[config.mk]
export PLATFORM = sky130hd
export DESIGN_NAME = dirty_rect_accumulator_top
export DESIGN_NICKNAME = d
export VERILOG_FILES = /design/src/design/dra_pkg.sv /design/src/design/dirty_rect_accumulator_top.sv
export VERILOG_INCLUDE_DIRS = /design/src /design/src/design
export SDC_FILE = /design/constraint.sdc
export NUM_CORES = 2
export LEC_CHECK = 0
export BUFFER_PORTS_ARGS = -buffer_cell sky130_fd_sc_hd__clkbuf_2
export CORE_UTILIZATION = 49
export CTS_BUF_LIST = sky130_fd_sc_hd__clkbuf_8
export DETAILED_ROUTE_END_ITERATION = 16
export PLACE_DENSITY = 0.67
export SLEW_MARGIN = 20
export SYNTH_ARGS = -nofsm -noshare
export SYNTH_HDL_FRONTEND = slang
export SYNTH_SLANG_ARGS = --single-unit
export TNS_END_PERCENT = 50
[constraint.sdc]
create_clock -name clk -period 16.2 [get_ports clk]
set_input_delay 2.43 -clock clk [delete_from_list [all_inputs] [get_ports clk]]
set_output_delay 2.43 -clock clk [all_outputs]
set_load 0.01 [all_outputs]
[src/design/dirty_rect_accumulator_top_macros.svh]
// Assertion macros shared by the dirty rectangle accumulator.
// No dependencies.
`ifndef DIRTY_RECT_ACCUMULATOR_TOP_MACROS_SVH
`define DIRTY_RECT_ACCUMULATOR_TOP_MACROS_SVH
// Implication checked on every clock edge outside reset.
`define DRA_ASSERT_IMPL(label, ante, cons) \
	label: assert property (@(posedge clk) disable iff (!arst_n) (ante) |-> (cons)) \
		else $error("assertion failed");
// Next-cycle implication checked outside reset.
`define DRA_ASSERT_NEXT(label, ante, cons) \
	label: assert property (@(posedge clk) disable iff (!arst_n) (ante) |=> (cons)) \
		else $error("assertion failed");
`endif

[src/design/dra_pkg.sv]
// Types and constants for the dirty rectangle accumulator.
// No dependencies.
package dra_pkg;
	localparam int MaxRegions = 8;
	localparam int IdxW = $clog2(MaxRegions);
	localparam int CntW = $clog2(MaxRegions + 1);
	localparam logic [12:0] ScreenLimit = 13'd4096;
	localparam logic [12:0] ResetWidth = 13'd320;
	localparam logic [12:0] ResetHeight = 13'd240;
	localparam logic ActAdd = 1'b0;
	localparam logic ActFlush = 1'b1;
	localparam logic RegWidth = 1'b0;
	localparam logic RegHeight = 1'b1;

	// Stored region: corners inside the screen, sizes up to 4096.
	typedef struct packed {
		logic [11:0] x;
		logic [11:0] y;
		logic [12:0] w;
		logic [12:0] h;
	} box_t;

	typedef enum logic [3:0] {
		ST_IDLE,
		ST_CLIP,
		ST_RD,
		ST_CHK,
		ST_MOVE_RD,
		ST_MOVE_WR,
		ST_APPEND,
		ST_FULL_RD,
		ST_FULL_MUL,
		ST_FULL_CMP,
		ST_FULL_WR,
		ST_FL_RD,
		ST_FL_OUT,
		ST_FL_EMPTY
	} state_t;
endpackage

[src/design/dirty_rect_accumulator_top.sv]
// Top level of the dirty rectangle accumulator: region memory and scan sequencer.
// Depends on dra_pkg and dirty_rect_accumulator_top_macros.svh.
//
//  channel | direction | handshake        | payload
//  in      | sink      | valid / ready    | action rect_x rect_y rect_w rect_h
//  out     | source    | out_valid / out_ready | out_x out_y out_w out_h region_valid last
//  cfg     | APB       | psel penable pready | paddr pwdata prdata
//
// An add clips the rectangle, then reads and checks each stored entry in turn;
// each merge moves the last entry into the merged slot and restarts the scan.
// A full list adds a least-growth search that reads every entry in turn over the
// single memory read port. A flush reads out each entry and waits on output stalls.
// Reset clears the state, entry count, index and output valid; the memory needs no clearing pass.
// Input ready is low while an item is in work; out_ready low holds a flush with out_valid high.
`include "dirty_rect_accumulator_top_macros.svh"
module dirty_rect_accumulator_top (
	input  logic        clk,
	input  logic        arst_n,
	input  logic        valid,
	output logic        ready,
	input  logic        action,
	input  logic signed [15:0] rect_x,
	input  logic signed [15:0] rect_y,
	input  logic [14:0] rect_w,
	input  logic [14:0] rect_h,
	output logic        out_valid,
	input  logic        out_ready,
	output logic [11:0] out_x,
	output logic [11:0] out_y,
	output logic [12:0] out_w,
	output logic [12:0] out_h,
	output logic        region_valid,
	output logic        last,
	input  logic        psel,
	input  logic        penable,
	input  logic        pwrite,
	input  logic [2:0]  paddr,
	input  logic [31:0] pwdata,
	output logic [31:0] prdata,
	output logic        pready
);
	localparam int IW = dra_pkg::IdxW;
	localparam int CW = dra_pkg::CntW;

	dra_pkg::state_t state_q, state_d;
	logic [12:0] sw_q, sh_q;
	logic [CW-1:0] cnt_q;
	logic [CW-1:0] idx_q;
	logic [IW-1:0] best_q;
	logic [26:0] best_g_q;
	dra_pkg::box_t r_q, m_q, best_box_q, rd_s1;
	logic [25:0] area_new_q, area_old_q;
	logic signed [17:0] in_x_q, in_y_q;
	logic [14:0] in_w_q, in_h_q;
	logic [11:0] ox_q, oy_q;
	logic [12:0] ow_q, oh_q;
	logic ovld_q, orv_q, olast_q;

	dra_pkg::box_t mem [dra_pkg::MaxRegions];
	logic [IW-1:0] rd_addr, wr_addr;
	logic wr_en;
	dra_pkg::box_t wr_data;

	// Configuration port.
	assign pready = 1'b1;
	always_ff @(posedge clk or negedge arst_n) begin
		if (!arst_n) begin
			sw_q <= dra_pkg::ResetWidth;
			sh_q <= dra_pkg::ResetHeight;
		end else if (psel && penable && pwrite && paddr[1:0] == 2'b00) begin
			if (paddr[2] == dra_pkg::RegWidth) sw_q <= pwdata[12:0];
			else sh_q <= pwdata[12:0];
		end
	end
	always_comb begin
		prdata = '0;
		if (paddr[1:0] == 2'b00) begin
			prdata[12:0] = (paddr[2] == dra_pkg::RegWidth) ? sw_q : sh_q;
		end
	end

	// Region memory, one read and one write port.
	always_ff @(posedge clk) begin
		if (wr_en) mem[wr_addr] <= wr_data;
		rd_s1 <= mem[rd_addr];
	end

	// Clipping, done on registered inputs.
	logic signed [17:0] sw_e, sh_e, c_l, c_t, c_r, c_b, rx_end, ry_end;
	always_comb begin
		sw_e = (sw_q > dra_pkg::ScreenLimit) ? 18'sd4096 : $signed({5'd0, sw_q});
		sh_e = (sh_q > dra_pkg::ScreenLimit) ? 18'sd4096 : $signed({5'd0, sh_q});
		rx_end = in_x_q + $signed({3'd0, in_w_q});
		ry_end = in_y_q + $signed({3'd0, in_h_q});
		c_l = (in_x_q < 0) ? 18'sd0 : in_x_q;
		c_t = (in_y_q < 0) ? 18'sd0 : in_y_q;
		c_r = (rx_end < sw_e) ? rx_end : sw_e;
		c_b = (ry_end < sh_e) ? ry_end : sh_e;
	end

	// Touch test and union between stored entry and working rectangle.
	logic [13:0] a_r, a_b, b_r, b_b, u_r, u_b;
	logic [11:0] u_x, u_y;
	logic touch;
	dra_pkg::box_t u_box;
	always_comb begin
		a_r = {2'd0, rd_s1.x} + {1'b0, rd_s1.w};
		a_b = {2'd0, rd_s1.y} + {1'b0, rd_s1.h};
		b_r = {2'd0, r_q.x} + {1'b0, r_q.w};
		b_b = {2'd0, r_q.y} + {1'b0, r_q.h};
		touch = ({2'd0, rd_s1.x} <= b_r) && ({2'd0, r_q.x} <= a_r) &&
			({2'd0, rd_s1.y} <= b_b) && ({2'd0, r_q.y} <= a_b);
		u_x = (rd_s1.x < r_q.x) ? rd_s1.x : r_q.x;
		u_y = (rd_s1.y < r_q.y) ? rd_s1.y : r_q.y;
		u_r = (a_r > b_r) ? a_r : b_r;
		u_b = (a_b > b_b) ? a_b : b_b;
		u_box.x = u_x;
		u_box.y = u_y;
		u_box.w = 13'(u_r - {2'd0, u_x});
		u_box.h = 13'(u_b - {2'd0, u_y});
	end

	logic [26:0] growth;
	assign growth = {1'b0, area_new_q} - {1'b0, area_old_q};

	logic in_acc, out_acc, last_idx, ovld_set;
	assign in_acc = valid && ready;
	assign out_acc = out_valid && out_ready;
	assign last_idx = (idx_q + 1'b1 == cnt_q);
	// Load the output register on a flush beat; an empty flush waits for room.
	assign ovld_set = (state_q == dra_pkg::ST_FL_OUT) ||
		((state_q == dra_pkg::ST_FL_EMPTY) && (!ovld_q || out_ready));

	// Next state.
	always_comb begin
		state_d = state_q;
		unique case (state_q)
			dra_pkg::ST_IDLE: if (in_acc) state_d = (action == dra_pkg::ActFlush)
				? ((cnt_q == '0) ? dra_pkg::ST_FL_EMPTY : dra_pkg::ST_FL_RD)
				: dra_pkg::ST_CLIP;
			dra_pkg::ST_CLIP: begin
				if (c_l >= c_r || c_t >= c_b) state_d = dra_pkg::ST_IDLE;
				else if (cnt_q == '0) state_d = dra_pkg::ST_APPEND;
				else state_d = dra_pkg::ST_RD;
			end
			dra_pkg::ST_RD: state_d = dra_pkg::ST_CHK;
			dra_pkg::ST_CHK: begin
				if (touch) state_d = dra_pkg::ST_MOVE_RD;
				else if (last_idx) state_d = (cnt_q == CW'(dra_pkg::MaxRegions))
					? dra_pkg::ST_FULL_RD : dra_pkg::ST_APPEND;
				else state_d = dra_pkg::ST_RD;
			end
			dra_pkg::ST_MOVE_RD: state_d = dra_pkg::ST_MOVE_WR;
			dra_pkg::ST_MOVE_WR: state_d = (cnt_q == '0) ? dra_pkg::ST_APPEND
				: dra_pkg::ST_RD;
			dra_pkg::ST_APPEND: state_d = dra_pkg::ST_IDLE;
			dra_pkg::ST_FULL_RD: state_d = dra_pkg::ST_FULL_MUL;
			dra_pkg::ST_FULL_MUL: state_d = dra_pkg::ST_FULL_CMP;
			dra_pkg::ST_FULL_CMP: state_d = last_idx ? dra_pkg::ST_FULL_WR
				: dra_pkg::ST_FULL_RD;
			dra_pkg::ST_FULL_WR: state_d = dra_pkg::ST_IDLE;
			dra_pkg::ST_FL_RD: if (!ovld_q || out_ready) state_d = dra_pkg::ST_FL_OUT;
			dra_pkg::ST_FL_OUT: state_d = last_idx ? dra_pkg::ST_IDLE
				: dra_pkg::ST_FL_RD;
			dra_pkg::ST_FL_EMPTY: if (!ovld_q || out_ready) state_d = dra_pkg::ST_IDLE;
			default: state_d = dra_pkg::ST_IDLE;
		endcase
	end

	// Memory control outputs.
	always_comb begin
		rd_addr = idx_q[IW-1:0];
		wr_en = 1'b0;
		wr_addr = idx_q[IW-1:0];
		wr_data = rd_s1;
		unique case (state_q)
			dra_pkg::ST_MOVE_RD: rd_addr = IW'(cnt_q - 1'b1);
			dra_pkg::ST_MOVE_WR: wr_en = 1'b1;
			dra_pkg::ST_APPEND: begin
				wr_en = 1'b1;
				wr_addr = cnt_q[IW-1:0];
				wr_data = r_q;
			end
			dra_pkg::ST_FULL_WR: begin
				wr_en = 1'b1;
				wr_addr = best_q;
				wr_data = best_box_q;
			end
			default: ;
		endcase
	end

	always_ff @(posedge clk or negedge arst_n) begin
		if (!arst_n) begin
			state_q <= dra_pkg::ST_IDLE;
			cnt_q <= '0;
			idx_q <= '0;
			ovld_q <= 1'b0;
		end else begin
			state_q <= state_d;
			if (ovld_set) ovld_q <= 1'b1;
			else if (out_acc) ovld_q <= 1'b0;
			unique case (state_q)
				dra_pkg::ST_IDLE: idx_q <= '0;
				dra_pkg::ST_CHK: begin
					if (!touch && !last_idx) idx_q <= idx_q + 1'b1;
					else if (!touch) idx_q <= '0;
				end
				dra_pkg::ST_MOVE_RD: cnt_q <= cnt_q - 1'b1;
				dra_pkg::ST_MOVE_WR: idx_q <= '0;
				dra_pkg::ST_APPEND: cnt_q <= cnt_q + 1'b1;
				dra_pkg::ST_FULL_CMP: idx_q <= idx_q + 1'b1;
				dra_pkg::ST_FL_RD: ;
				dra_pkg::ST_FL_OUT: begin
					if (last_idx) cnt_q <= '0;
					else idx_q <= idx_q + 1'b1;
				end
				default: ;
			endcase
		end
	end

	// Payload registers.
	always_ff @(posedge clk) begin
		if (in_acc) begin
			in_x_q <= 18'(rect_x);
			in_y_q <= 18'(rect_y);
			in_w_q <= rect_w;
			in_h_q <= rect_h;
		end
		unique case (state_q)
			dra_pkg::ST_CLIP: begin
				r_q.x <= c_l[11:0];
				r_q.y <= c_t[11:0];
				r_q.w <= 13'(c_r - c_l);
				r_q.h <= 13'(c_b - c_t);
			end
			dra_pkg::ST_CHK: if (touch) r_q <= u_box;
			dra_pkg::ST_FULL_MUL: begin
				m_q <= u_box;
				area_new_q <= u_box.w * u_box.h;
				area_old_q <= rd_s1.w * rd_s1.h;
			end
			dra_pkg::ST_FULL_CMP: if (idx_q == '0 || growth < best_g_q) begin
				best_g_q <= growth;
				best_q <= idx_q[IW-1:0];
				best_box_q <= m_q;
			end
			dra_pkg::ST_FL_OUT: begin
				ox_q <= rd_s1.x;
				oy_q <= rd_s1.y;
				ow_q <= rd_s1.w;
				oh_q <= rd_s1.h;
				orv_q <= 1'b1;
				olast_q <= last_idx;
			end
			dra_pkg::ST_FL_EMPTY: if (!ovld_q || out_ready) begin
				ox_q <= '0;
				oy_q <= '0;
				ow_q <= '0;
				oh_q <= '0;
				orv_q <= 1'b0;
				olast_q <= 1'b1;
			end
			default: ;
		endcase
	end

	assign ready = (state_q == dra_pkg::ST_IDLE);
	assign out_valid = ovld_q;
	assign out_x = ox_q;
	assign out_y = oy_q;
	assign out_w = ow_q;
	assign out_h = oh_q;
	assign region_valid = orv_q;
	assign last = olast_q;

	`DRA_ASSERT_IMPL(a_cnt_range, 1'b1, cnt_q <= CW'(dra_pkg::MaxRegions))
	`DRA_ASSERT_IMPL(a_append_room, state_q == dra_pkg::ST_APPEND,
		cnt_q < CW'(dra_pkg::MaxRegions))
	`DRA_ASSERT_NEXT(a_flush_clears, state_q == dra_pkg::ST_FL_OUT && last_idx, cnt_q == '0)
	`DRA_ASSERT_IMPL(a_out_hold_stall, out_valid && !out_ready &&
		state_q == dra_pkg::ST_FL_RD, state_d == dra_pkg::ST_FL_RD)
endmodule

==> metrics.md <==
| Metric | Value |
|---|---|
| Post-synthesis async set-or-reset flop share | around 4.7% |
| Share of the synthesized area in the top cell type | about two fifths |
| Worst-skew pair later-pin latency | 0.86 ns |
| Pin count of the biggest net entering global routing | 89 |
| Primary FF master, synth | edfxtp_1 |
| Crit path buffers/inverters | 5 |
| All-Layer GR Usage | between 20% and 30% |
| Area contributors post-synth | edfxtp_1 (42%), ha_1 (11%), fa_1 (9.4%), inv_1 (4.3%), mux4_2 (4.2%) |
| Core area | 107800 sq um |
| Post-cts sizing count | 0 |
| DRT Pass-1 Iters | 7 |
| Vias per cell | ~5.7 |
| Final setup vio count | 0 |
| RSZ-0062 raised after global routing | no |
| RD Place Congestion | around 0.94 |
| Aggregate global routing overflow | 0 |
| Slew @ Worst Pin | between 1 and 1.5 ns |
| CP arrival | approximately 14 ns |
| Critical Path RT | roughly 17 ns |
| Clock skew | ~0.050 ns |
| Sequential share of the synthesized area | 45.50% |
| Routed Antenna Nets | 0 |
| Post-route clock period utilization | around 80% |
| Vias in the first global route | ~35000 |
| DRC | 0 |
| P&R area growth vs syn | 9.996% |
| Hold Path Class | register to register |
| Most common cell on crit path | fa_1 |
| Setup TNS | 0 ns |
| Nets@finish | around 5500 |
| Die height | around 330 um |
| Final min period | about 13 ns |
| Drt total wl | between 100000 and 150000 um |
| Hold Buf Count CTS | 0 |
| CTS tree | yes |
| Kind of critical path | register to register |
| Starting DRT DRC Count | 3099 |
| Clk slew on worst S/H paths | 0.06 ns |
| Die W | about 330 um |
| CP top delay family | adder cells |
| Unique masters post-synth | 94 |
| Max Fanout on Critical Path | 16 |
| Max stage delay cell, worst path | dfxtp_1 |
| PortBufs | around 150 |
| Max_cap viols | 0 |
| Setup Buffers After CTS | 0 |
| FMAX | ~77 MHz |
| Yosys warns | 0 |
| Row count | between 100 and 150 |
| Status | complete, no violations |
| Final Hold Viols | 0 |
| First-pass GRT wire length | 208300 um |
| Vias | roughly 35000 |
| Clk sinks | ~840 |
| Root buffer cell | clkbuf_8 |
| Top Ports | 192 |
| Initial Util | 49.72% |
| Post-synth top area cell | edfxtp_1 |
| Crit path largest cell delay | about 0.83 ns |
| # fillers | a little over 9000 |
| Per-cell routed wire length | between 20 and 25 um |
| Die Area | ~110000 sq um |
| Share of cells above drive strength 1 | 14.23% |
| Post-DP HPWL | 96250 um |
| Final Slew Violations | 0 |
| CP endpoint kind | register |
| Maximum level of the CTS H-tree | 4 |
| Mapped Area | ~54000 sq um |
| Mean Syn Cell Area | 12.01 sq um |
| Synthesized flop and latch total | about 840 |
| Number of synthesized flops with an enable pin | about 750 |
| Cts bufs inserted | approximately 140 |
| Initial antenna violation count | 6 |
| Mapped Cells | around 4500 |
| Clock Path Buffers | 3 |
| Slew margin rel. | roughly a fifth |
| Setup crit start kind | register |
metrics by stage:
stage | area (sq um) | hold WS, ns | util, % | std cells | worst slack [ns]
global route | 58960 | 0.4125 | 54.69 | 6203 | 2.467
detailed placement | 56160 | 0.4045 | 52.10 | 5947 | 3.421
global placement | 56160 | 0.4006 | 52.10 | 5947 | 3.505
floorplan | 53670 | 0.4003 | - | 4481 | 5.565
finish | 58960 | 0.4142 | 54.69 | 6203 | 3.256
CTS | 58940 | 0.4149 | 54.67 | 6201 | 3.380
area by class of cell:
type | instances | area [sq um] | area share [%]
diodes | 1 | 2.502 | 0.004244
flip-flops and latches | 835 | 24390 | 41.36
repair buffers | 221 | 1286 | 2.182
well taps | 1403 | 1755 | 2.978
clock buffers | 154 | 2120 | 3.595
inverters | 618 | 2320 | 3.935
clock inverters | 100 | 658.1 | 1.116
multi-input cells | 2871 | 26430 | 44.83
registers in the layout (all words and copies together) (netlist names), 3 cells and up:
signal	cells
out_w	13
cnt_q	4
best_box_q	50
area_new_q	26
area_old_q	26
best_q	3
out_y	12
in_w_q	15
m_q	50
state_q	4
rd_s1	50
in_y_q	16
in_h_q	15
best_g_q	27
sh_q	13
out_h	13
mem	400
in_x_q	16
r_q	50
sw_q	13
out_x	12
idx_q	4
worst paths after layout:
| check | depth (start not counted) | slack [ns] | from | endpoint |
|---|---|---|---|---|
| setup / recovery | 45 | 3.26 | rd_s1[0] | area_new_q[24] |
| hold / removal | 0 | 0.41 | m_q[36] | best_box_q[36] |
| setup reg to reg | 45 | 3.26 | rd_s1[0] | area_new_q[24] |
| hold reg to reg | 0 | 0.41 | m_q[36] | best_box_q[36] |
| max in group asynchronous | 1 | 13.85 | arst_n | cnt_q[1] |
| min in group asynchronous | 1 | 1.74 | arst_n | sw_q[5] |
routing by layer:
metal | vias up | part of all wire (%) | GRT usage (%)
met5 | - | 0.015 | 0
met4 | 2 | 3.9 | 10.22
met3 | 234 | 7.2 | 4.559
met2 | 1236 | 48 | 41.28
met1 | 17390 | 41 | 32.19
li1 | 16200 | - | -
logic make-up (layout without fill, tap and decap cells):
group	count (synthesis)	after routing	synth area share, %
multiplexers	265	265	7.535
flip-flops	835	835	45.50
AND/OR/NAND/NOR	978	978	8.994
adder cells (fa/ha/maj)	731	731	20.60
other	2	21	0.01401
XOR/XNOR	175	175	2.888
buffers and inverters	775	1093	5.659
AO/OA/AOI/OAI	702	702	8.812
Yosys cell counts (all sizes together) (56+ instances only):
library cell  count
xor2             56
inv             615
mux4            100
a21o             77
nand2           334
mux2i            60
o21ai           167
clkbuf          113
mux2            105
ha              476
and2            164
xnor2           119
nor2b            70
a21oi           172
fa              253
nor2            176
edfxtp          746
nand2b           65
placed cells by master, fill, tap and decap left out, types with 25 or more instances in the layout:
cell type / count
fa_1: 253
nor3_1: 34
a21oi_1: 166
xnor2_1: 116
clkbuf_2: 151
dfxtp_1: 50
edfxtp_1: 746
o21a_1: 42
a211oi_1: 25
mux2_2: 104
a222oi_1: 51
ha_1: 476
inv_1: 660
nand2b_1: 65
xor2_1: 55
mux2i_1: 60
clkbuf_8: 154
buf_4: 68
a21o_1: 74
nand3_1: 27
mux4_2: 100
o21ai_0: 159
nor2_1: 170
nand2_1: 334
nand4_1: 30
and2_1: 163
nor2b_1: 70
dfrtp_1: 33
Power is left out: the tool's default activity adds up to more than one toggle a clock period on the data nets, which glitch-free logic cannot reach.
